===== src/hw/rtl/assert_macros.svh =====
// assertion helpers used by the top-level rtl file
`ifndef ASSERT_MACROS_SVH
`define ASSERT_MACROS_SVH

// same-cycle implication, disabled during reset
`define PRT_ASSERT_IMPL(lbl, ck, rn, ante, cons) \
    lbl: assert property (@(posedge ck) disable iff (!rn) (ante) |-> (cons)) \
        else $error("%m: assertion failed");

// next-cycle implication, disabled during reset
`define PRT_ASSERT_NEXT(lbl, ck, rn, ante, cons) \
    lbl: assert property (@(posedge ck) disable iff (!rn) (ante) |=> (cons)) \
        else $error("%m: assertion failed");

`endif


===== src/hw/rtl/prt_pkg.sv =====
`default_nettype none

package prt_pkg;

    localparam int CMD_W  = 2;
    localparam int STAT_W = 2;
    localparam int IDX_W  = 3;
    localparam int LIFE_W = 16;
    localparam int ADDR_W = 64;

    typedef logic [CMD_W-1:0]  cmd_t;
    typedef logic [STAT_W-1:0] status_t;

    // command codes
    localparam cmd_t CMD_ADD    = 2'd0;
    localparam cmd_t CMD_REMOVE = 2'd1;
    localparam cmd_t CMD_CANCEL = 2'd2;
    localparam cmd_t CMD_TICK   = 2'd3;

    // status codes
    localparam status_t ST_DONE      = 2'd0;
    localparam status_t ST_DUPLICATE = 2'd1;
    localparam status_t ST_FULL      = 2'd2;
    localparam status_t ST_NOT_FOUND = 2'd3;

    localparam logic [LIFE_W-1:0] LIFETIME_RESET = 16'd4;

    // flags carried from cell to cell along with the command
    typedef struct packed {
        logic active;
        logic dup;
        logic have_free;
        logic found;
    } tok_flags_t;

    // command fields broadcast to every cell while an item is in flight
    typedef struct packed {
        cmd_t              cmd;
        logic [IDX_W-1:0]  slot_index;
        logic [LIFE_W-1:0] lifetime;
    } bcast_t;

endpackage

`default_nettype wire


===== src/hw/rtl/prt_if.sv =====
`default_nettype none

// request channel
interface prt_req_if;
    logic                       valid;
    logic                       ready;
    logic [prt_pkg::CMD_W-1:0]  cmd;
    logic [prt_pkg::ADDR_W-1:0] dest_address;
    logic [prt_pkg::IDX_W-1:0]  slot_index;

    modport source (output valid, cmd, dest_address, slot_index, input ready);
    modport sink   (input valid, cmd, dest_address, slot_index, output ready);
endinterface

// response channel
interface prt_rsp_if;
    logic                       valid;
    logic                       ready;
    logic [prt_pkg::STAT_W-1:0] status;
    logic [prt_pkg::IDX_W-1:0]  granted_slot;

    modport source (output valid, status, granted_slot, input ready);
    modport sink   (input valid, status, granted_slot, output ready);
endinterface

// lifetime register write channel
interface prt_cfg_if;
    logic                       valid;
    logic                       ready;
    logic [prt_pkg::LIFE_W-1:0] data;

    modport source (output valid, data, input ready);
    modport sink   (input valid, data, output ready);
endinterface

`default_nettype wire


===== src/hw/rtl/prt_cell.sv =====
`default_nettype none

module prt_cell #(
    parameter int SLOTS     = 8,
    parameter int ADDR_BITS = 64,
    parameter int IDX       = 0,
    localparam int SW       = (SLOTS > 1) ? $clog2(SLOTS) : 1
) (
    input  logic                clk,
    input  logic                rst_n,
    input  prt_pkg::bcast_t     bc,
    input  logic [ADDR_BITS-1:0] addr,
    input  prt_pkg::tok_flags_t tok_in,
    input  logic [SW-1:0]       hit_in,
    output prt_pkg::tok_flags_t tok_out,
    output logic [SW-1:0]       hit_out,
    input  logic                wr_en,
    input  logic [SW-1:0]       wr_sel
);
    import prt_pkg::*;

    localparam logic [SW-1:0] IDX_SW = SW'(IDX);

    logic                 valid_reg, valid_next;
    logic [ADDR_BITS-1:0] slot_addr_reg, slot_addr_next;
    logic [LIFE_W-1:0]    rem_reg, rem_next;
    tok_flags_t           tok_reg, tok_next;
    logic [SW-1:0]        hit_reg, hit_next;
    logic                 live;
    logic                 match;

    assign live  = valid_reg && (rem_reg != '0);
    assign match = (slot_addr_reg == addr);

    // slot update as the item passes, plus claim write from the end of the row
    always_comb
    begin
        valid_next     = valid_reg;
        slot_addr_next = slot_addr_reg;
        rem_next       = rem_reg;
        tok_next       = tok_in;
        hit_next       = hit_in;
        if (tok_in.active)
        begin
            case (bc.cmd)
                CMD_ADD:
                begin
                    // expired slot drops out before the duplicate check
                    valid_next = live;
                    if (live && match)
                        tok_next.dup = 1'b1;
                    if (!live)
                    begin
                        tok_next.have_free = 1'b1;
                        hit_next           = IDX_SW;
                    end
                end
                CMD_REMOVE:
                begin
                    if (!tok_in.found && valid_reg && match)
                    begin
                        valid_next     = 1'b0;
                        tok_next.found = 1'b1;
                        hit_next       = IDX_SW;
                    end
                end
                CMD_CANCEL:
                begin
                    if (int'(bc.slot_index) == IDX)
                        valid_next = 1'b0;
                end
                default:
                begin
                    if (rem_reg != '0)
                        rem_next = rem_reg - {{(LIFE_W-1){1'b0}}, 1'b1};
                end
            endcase
        end
        if (wr_en && (wr_sel == IDX_SW))
        begin
            valid_next     = 1'b1;
            slot_addr_next = addr;
            rem_next       = bc.lifetime;
        end
    end

    // control state
    always_ff @(posedge clk or negedge rst_n)
    begin
        if (!rst_n)
        begin
            valid_reg <= 1'b0;
            tok_reg   <= '0;
        end
        else
        begin
            valid_reg <= valid_next;
            tok_reg   <= tok_next;
        end
    end

    // slot payload and carried index
    always_ff @(posedge clk)
    begin
        slot_addr_reg <= slot_addr_next;
        rem_reg       <= rem_next;
        hit_reg       <= hit_next;
    end

    assign tok_out = tok_reg;
    assign hit_out = hit_reg;

endmodule

`default_nettype wire


===== src/hw/rtl/pending_request_table_with_expiry_top.sv =====
// channel   dir   payload                              handshake
// req       in    cmd, dest_address, slot_index        valid / ready
// rsp       out   status, granted_slot                 valid / ready
// cfg       in    data (lifetime_ticks)                valid / ready, ready always high
//
// each item walks the row of SLOTS cells one cell per cycle, from start_reg
// through the cell registers, and its result is registered before rsp; one item is in flight
// at a time and req.ready is high only while the row is empty.
// a stalled rsp holds the finished result, then the row is free again.
// reset clears all slot valid marks at once and loads lifetime_ticks with 4.
`default_nettype none
`include "assert_macros.svh"

module pending_request_table_with_expiry_top #(
    parameter int SLOTS     = 8,
    parameter int ADDR_BITS = 64
) (
    input  logic      clk,
    input  logic      rst_n,
    prt_req_if.sink   req,
    prt_rsp_if.source rsp,
    prt_cfg_if.sink   cfg
);
    import prt_pkg::*;

    localparam int SW = (SLOTS > 1) ? $clog2(SLOTS) : 1;

    localparam logic [1:0] S_IDLE = 2'd0;
    localparam logic [1:0] S_RUN  = 2'd1;
    localparam logic [1:0] S_HOLD = 2'd2;

    logic [1:0]           state_reg, state_next;
    cmd_t                 cmd_reg;
    logic [IDX_W-1:0]     slot_index_reg;
    logic [ADDR_BITS-1:0] addr_reg;
    logic [LIFE_W-1:0]    lifetime_reg;
    logic                 start_reg;
    status_t              res_status_reg;
    logic [IDX_W-1:0]     res_slot_reg;
    logic                 out_valid_reg, out_valid_next;
    status_t              out_status_reg;
    logic [IDX_W-1:0]     out_slot_reg;

    logic                 accept;
    logic                 out_free;
    logic                 fin;
    logic                 load_fin;
    logic                 load_res;
    logic                 wr_en;
    status_t              fin_status;
    logic [IDX_W-1:0]     fin_slot;
    logic [SW+IDX_W-1:0]  hit_ext;
    bcast_t               bc;
    logic [SLOTS:0]       active_vec;

    tok_flags_t           tok_chain [SLOTS+1];
    logic [SW-1:0]        hit_chain [SLOTS+1];

    assign accept    = req.valid && req.ready;
    assign req.ready = (state_reg == S_IDLE);
    assign cfg.ready = 1'b1;
    assign out_free  = !out_valid_reg || rsp.ready;

    assign bc.cmd        = cmd_reg;
    assign bc.slot_index = slot_index_reg;
    assign bc.lifetime   = lifetime_reg;

    // row of slot cells
    assign tok_chain[0] = '{active: start_reg, default: 1'b0};
    assign hit_chain[0] = '0;

    for (genvar g = 0; g < SLOTS; g++)
    begin : g_cell
        prt_cell #(
            .SLOTS     (SLOTS),
            .ADDR_BITS (ADDR_BITS),
            .IDX       (g)
        ) u_cell (
            .clk     (clk),
            .rst_n   (rst_n),
            .bc      (bc),
            .addr    (addr_reg),
            .tok_in  (tok_chain[g]),
            .hit_in  (hit_chain[g]),
            .tok_out (tok_chain[g+1]),
            .hit_out (hit_chain[g+1]),
            .wr_en   (wr_en),
            .wr_sel  (hit_chain[SLOTS])
        );
    end

    assign fin     = tok_chain[SLOTS].active;
    assign hit_ext = {{IDX_W{1'b0}}, hit_chain[SLOTS]};

    // result once the item leaves the last cell
    always_comb
    begin
        fin_status = ST_DONE;
        fin_slot   = '0;
        wr_en      = 1'b0;
        case (cmd_reg)
            CMD_ADD:
            begin
                if (tok_chain[SLOTS].dup)
                    fin_status = ST_DUPLICATE;
                else if (!tok_chain[SLOTS].have_free)
                    fin_status = ST_FULL;
                else
                begin
                    fin_slot = hit_ext[IDX_W-1:0];
                    wr_en    = fin;
                end
            end
            CMD_REMOVE:
            begin
                if (tok_chain[SLOTS].found)
                    fin_slot = hit_ext[IDX_W-1:0];
                else
                    fin_status = ST_NOT_FOUND;
            end
            default:
            begin
                fin_status = ST_DONE;
            end
        endcase
    end

    // sequencing
    always_comb
    begin
        state_next = state_reg;
        load_fin   = 1'b0;
        load_res   = 1'b0;
        case (state_reg)
            S_IDLE:
            begin
                if (accept)
                    state_next = S_RUN;
            end
            S_RUN:
            begin
                if (fin)
                begin
                    if (out_free)
                    begin
                        load_fin   = 1'b1;
                        state_next = S_IDLE;
                    end
                    else
                        state_next = S_HOLD;
                end
            end
            S_HOLD:
            begin
                if (out_free)
                begin
                    load_res   = 1'b1;
                    state_next = S_IDLE;
                end
            end
            default:
            begin
                state_next = S_IDLE;
            end
        endcase
    end

    always_comb
    begin
        out_valid_next = out_valid_reg;
        if (load_fin || load_res)
            out_valid_next = 1'b1;
        else if (rsp.ready)
            out_valid_next = 1'b0;
    end

    // control registers
    always_ff @(posedge clk or negedge rst_n)
    begin
        if (!rst_n)
        begin
            state_reg     <= S_IDLE;
            start_reg     <= 1'b0;
            out_valid_reg <= 1'b0;
            lifetime_reg  <= LIFETIME_RESET;
        end
        else
        begin
            state_reg     <= state_next;
            start_reg     <= accept;
            out_valid_reg <= out_valid_next;
            if (cfg.valid)
                lifetime_reg <= cfg.data;
        end
    end

    // item and result payload
    always_ff @(posedge clk)
    begin
        if (accept)
        begin
            cmd_reg        <= req.cmd;
            slot_index_reg <= req.slot_index;
            addr_reg       <= req.dest_address[ADDR_BITS-1:0];
        end
        if (fin)
        begin
            res_status_reg <= fin_status;
            res_slot_reg   <= fin_slot;
        end
        if (load_fin)
        begin
            out_status_reg <= fin_status;
            out_slot_reg   <= fin_slot;
        end
        else if (load_res)
        begin
            out_status_reg <= res_status_reg;
            out_slot_reg   <= res_slot_reg;
        end
    end

    assign rsp.valid        = out_valid_reg;
    assign rsp.status       = out_status_reg;
    assign rsp.granted_slot = out_slot_reg;

    // position of the item along the row
    always_comb
    begin
        for (int i = 0; i <= SLOTS; i++)
            active_vec[i] = tok_chain[i].active;
    end

    `PRT_ASSERT_IMPL(a_single_item, clk, rst_n, 1'b1, $onehot0(active_vec))
    `PRT_ASSERT_IMPL(a_fin_while_run, clk, rst_n, fin, state_reg == S_RUN)
    `PRT_ASSERT_NEXT(a_accept_enters_row, clk, rst_n, accept, tok_chain[0].active)
    `PRT_ASSERT_IMPL(a_hold_has_output, clk, rst_n, state_reg == S_HOLD, out_valid_reg)

endmodule

`default_nettype wire

===== src/flat_wrapper.sv =====
// flat-port wrapper written by rule: the top's interface ports become plain ports
module pending_request_table_with_expiry_top_flat import prt_pkg::*;
#(
    parameter int SLOTS     = 8,
    parameter int ADDR_BITS = 64
)
  (clk, rst_n, req_valid, req_cmd, req_dest_address, req_slot_index, req_ready, rsp_valid, rsp_status, rsp_granted_slot, rsp_ready, cfg_valid, cfg_data, cfg_ready);
  prt_req_if req_i ();
  prt_rsp_if rsp_i ();
  prt_cfg_if cfg_i ();
  input  logic clk;
  input  logic rst_n;
  input wire logic [$bits(req_i.valid)-1:0] req_valid;
  input wire logic [$bits(req_i.cmd)-1:0] req_cmd;
  input wire logic [$bits(req_i.dest_address)-1:0] req_dest_address;
  input wire logic [$bits(req_i.slot_index)-1:0] req_slot_index;
  output wire logic [$bits(req_i.ready)-1:0] req_ready;
  output wire logic [$bits(rsp_i.valid)-1:0] rsp_valid;
  output wire logic [$bits(rsp_i.status)-1:0] rsp_status;
  output wire logic [$bits(rsp_i.granted_slot)-1:0] rsp_granted_slot;
  input wire logic [$bits(rsp_i.ready)-1:0] rsp_ready;
  input wire logic [$bits(cfg_i.valid)-1:0] cfg_valid;
  input wire logic [$bits(cfg_i.data)-1:0] cfg_data;
  output wire logic [$bits(cfg_i.ready)-1:0] cfg_ready;
  assign req_i.valid = req_valid;
  assign req_i.cmd = req_cmd;
  assign req_i.dest_address = req_dest_address;
  assign req_i.slot_index = req_slot_index;
  assign req_ready = req_i.ready;
  assign rsp_valid = rsp_i.valid;
  assign rsp_status = rsp_i.status;
  assign rsp_granted_slot = rsp_i.granted_slot;
  assign rsp_i.ready = rsp_ready;
  assign cfg_i.valid = cfg_valid;
  assign cfg_i.data = cfg_data;
  assign cfg_ready = cfg_i.ready;
  pending_request_table_with_expiry_top #(.SLOTS(SLOTS), .ADDR_BITS(ADDR_BITS)) u_core (.clk(clk), .rst_n(rst_n), .req(req_i), .rsp(rsp_i), .cfg(cfg_i));
endmodule

===== config.mk =====
export PLATFORM = sky130hd
export DESIGN_NAME = pending_request_table_with_expiry_top_flat
export DESIGN_NICKNAME = d
export VERILOG_FILES = /design/src/hw/rtl/prt_pkg.sv /design/src/hw/rtl/prt_if.sv /design/src/hw/rtl/prt_cell.sv /design/src/hw/rtl/pending_request_table_with_expiry_top.sv /design/src/flat_wrapper.sv
export VERILOG_INCLUDE_DIRS = /design/src /design/src/hw/rtl
export SDC_FILE = /design/constraint.sdc
export NUM_CORES = 1
export LEC_CHECK = 0
export BUFFER_PORTS_ARGS = -buffer_cell sky130_fd_sc_hd__buf_2
export CORE_ASPECT_RATIO = 0.6
export CORE_MARGIN = 10
export CORE_UTILIZATION = 45
export CTS_CLUSTER_DIAMETER = 30
export DETAILED_ROUTE_END_ITERATION = 8
export PLACE_DENSITY_LB_ADDON = 0.08
export SETUP_SLACK_MARGIN = 0.3
export SYNTH_ARGS = -nofsm -noshare
export SYNTH_HDL_FRONTEND = slang
export SYNTH_SLANG_ARGS = --single-unit
export TNS_END_PERCENT = 100

===== constraint.sdc =====
create_clock -name clk -period 6 [get_ports clk]
set_input_delay 0.6 -clock clk [delete_from_list [all_inputs] [get_ports clk]]
set_output_delay 0.6 -clock clk [all_outputs]
set_load 0.02 [all_outputs]

==> metrics.cfg <==
[flow_run]
maxCapViolations=0

[clocking]
clk_latency_ps=730
path_clk_slew_ps=60
cts_max_level=4
ctsResizeCount=0
cts_sinks=796
max-clock-path-buffers=3
cts_tree=built
cts_buffers=135
cts_root_buf=clkbuf_16
cts_setup_buffers=0

[timing]
finalCritPeriodShare_pct=64.5
worstMarginPinSlew_ps=1190
min_period_ps=3870
drv_slew=0
setup_violations=0
setup_slack_ps=2130
rsz0062_at_grt=false
relSlewSlack_pct=19.7
tns_ps=0
hold_viol=0
hold_slack_ps=17.8
finalClockSkew_ps=28.5
fmax_ghz=0.258

[worst_setup_path]
max_stage_delay_ps=770
worstPathCellList=inv_1 -> ha_1 -> buf_4 -> nand4b_1 -> or2_2 -> or3_1 -> clkinv_2 -> buf_4 -> o21ai_0
crit_type=reg2reg
cp.buffers_inverters=4
worstPathArrival_ps=4310
end_kind=flip-flop
required_ps=6440
cp_slowest_cell=clkinv_2
critPathTopFamily=buffers and inverters
startpoint_type=flip-flop
path_max_fanout=58
cp_common_cell=buf_4

[logic_synthesis]
ys_seq_area_share_pct=67.7
synth_seq_cells=796
synthMuxAreaShare_pct=0.712
synth_edf_count=719
ys.flop_type=edfxtp_1
synthXorXnorAreaFrac_pct=15.3
synthArstFlopShare_pct=7.54
ys_types=74
yosys-top-cells-area=edfxtp_1 62%, xnor2_1 9.7%, xor2_1 5.6%
synth_area_leader_cell=edfxtp_1
yosys_warnings=0
synthSimpleGateAreaFrac_pct=10.1
synth_compound_area_share_pct=3.89
syn_nets=2587
syn_area_per_cell_um2=13.9
synth_cells=2484
synth_adder_area_share_pct=0.470
yosys.area.top_type_share_pct=62.3
synth_top_family_by_area=XOR/XNOR gates
syn-cell-area_um2=34600

[cells_and_area]
diodes=0
multi_input_area_um2=10600
utilization_pct=54.3
fin_area_um2=41200
finalNetCount=2805
layout_common_cells=719 x edfxtp_1, 383 x xnor2_1, 222 x xor2_1, 151 x nand2_1, 146 x clkbuf_16
area_growth_pct=19.1
nFillCells=6199
stdcell_count=3814
seqCellArea_um2=23400
largest_reg_flops=512
layout_commonest_cell=edfxtp_1
drive_gt1_share_pct=16.3

[worst_hold_path]
hp-class=in2async

[detailed_routing]
remaining_drc_errors=0
vias_per_cell=5.65
dr.pass1.iters=5
vias=21500
drt-initial-drc-count=2317
ant_nets=0
avgRoutedWirePerCell_um=27.0
wl_um=103000

[floorplan]
start_util_pct=45.6
core_region_area_um2=75900
dieHeight_um=235
dieWidth_um=378
die-area_um2=88800
row_count=78
boundaryPins=98

[power]
power_leakage_nw=13.8
p_int_mw=11.1
p_seq_share_pct=43.7
comb_power_share_pct=2.2
p_sw_mw=3.07
p_total_mw=14.1
swShare_pct=21.7
ir_drop_v=0.000240
p_per_area_nw_per_um2=343
p_clk_share_pct=54.1

[placed_design]
dp_hpwl_um=67900
port_buffers=96
postPlaceCellArea_um2=36600
place.gp.congestion=0.856
preCtsSetupSlack_ps=2150
dp_cells=3555

[grt]
grt_pass1_wl_um=148000
grtUsageTotal_pct=22.9
grt_overflow=0
grt_max_degree=67
grt_pass1_vias=20600
grt_antenna_before_repair=12

[status]
outcome=complete, no violations

-- power groups by stage --
stage / Combinational, mW / Clock, mW / Sequential [mW]
final: 0.312 / 7.64 / 6.18
after global routing: 0.338 / 8.05 / 6.17
after CTS: 0.313 / 7.78 / 6.17
after detailed placement: 0.306 / 0 / 6.28
after global placement: 0.303 / 0 / 6.28
after floorplan: 0.184 / 0 / 6.19
-- path summary, 6_finish.rpt --
check	endpoint	slack [ps]	from	depth (start not counted)
max	u_core.g_cell[4].u_cell.rem_reg[7]	2130	u_core.cmd_reg[0]	9
min	u_core.rsp.valid	20	rst_n	2
max reg2reg	u_core.g_cell[4].u_cell.rem_reg[7]	2130	u_core.cmd_reg[0]	9
min reg2reg	u_core.g_cell[7].u_cell.hit_out[1]	420	u_core.g_cell[6].u_cell.hit_out[1]	2
max in group asynchronous	u_core.g_cell[5].u_cell.valid_reg	5400	rst_n	2
min in group clk	u_core.addr_reg[14]	50	req_dest_address[14]	1
-- layer usage --
metal	global-route usage (%)	routed length (um)
met4	5.97	1720
met3	5.73	10600
met1	37.0	49900
met2	29.5	40700
met5	0	0
-- synth_stat cells (11+ instances only) --
library cell and count:
xor2_1 222, mux2_2 21, nor3b_1 11, a31oi_1 14, nor2_1 128, xnor2_1 383, dfxtp_1 17, nor3_1 39
nor4_1 92, clkbuf_1 106, inv_1 47, nand4_1 113, ha_1 13, nand3_1 19, nand2_1 151, o21ai_0 82
nand2b_1 26, or4_1 15, a21oi_1 63, edfxtp_1 719, dfrtp_1 59
-- cells by family after synthesis --
logic type / count (synthesis)
compound gates: 222
xor+xnor: 605
fa+ha+maj: 13
buf+inv: 165
flops: 796
mux: 22
other cells: 1
simple gates: 660
-- area by class of cell --
| cell class | count | area share, % |
|---|---|---|
| well taps | 1000 | 3.03 |
| clock buffers | 169 | 9.12 |
| inverters | 48 | 0.449 |
| repair buffers | 198 | 3.08 |
| clock inverters | 80 | 1.86 |
| flip-flops and latches | 796 | 56.8 |
| multi-input cells | 1523 | 25.6 |
-- what timing repair did --
item / in CTS / in global routing
hold buffers: 10 / 0
endpoints found under the setup margin: 0 / 0
endpoints found under the hold margin: 10 / 0
(Power assumes the default switching activity.)
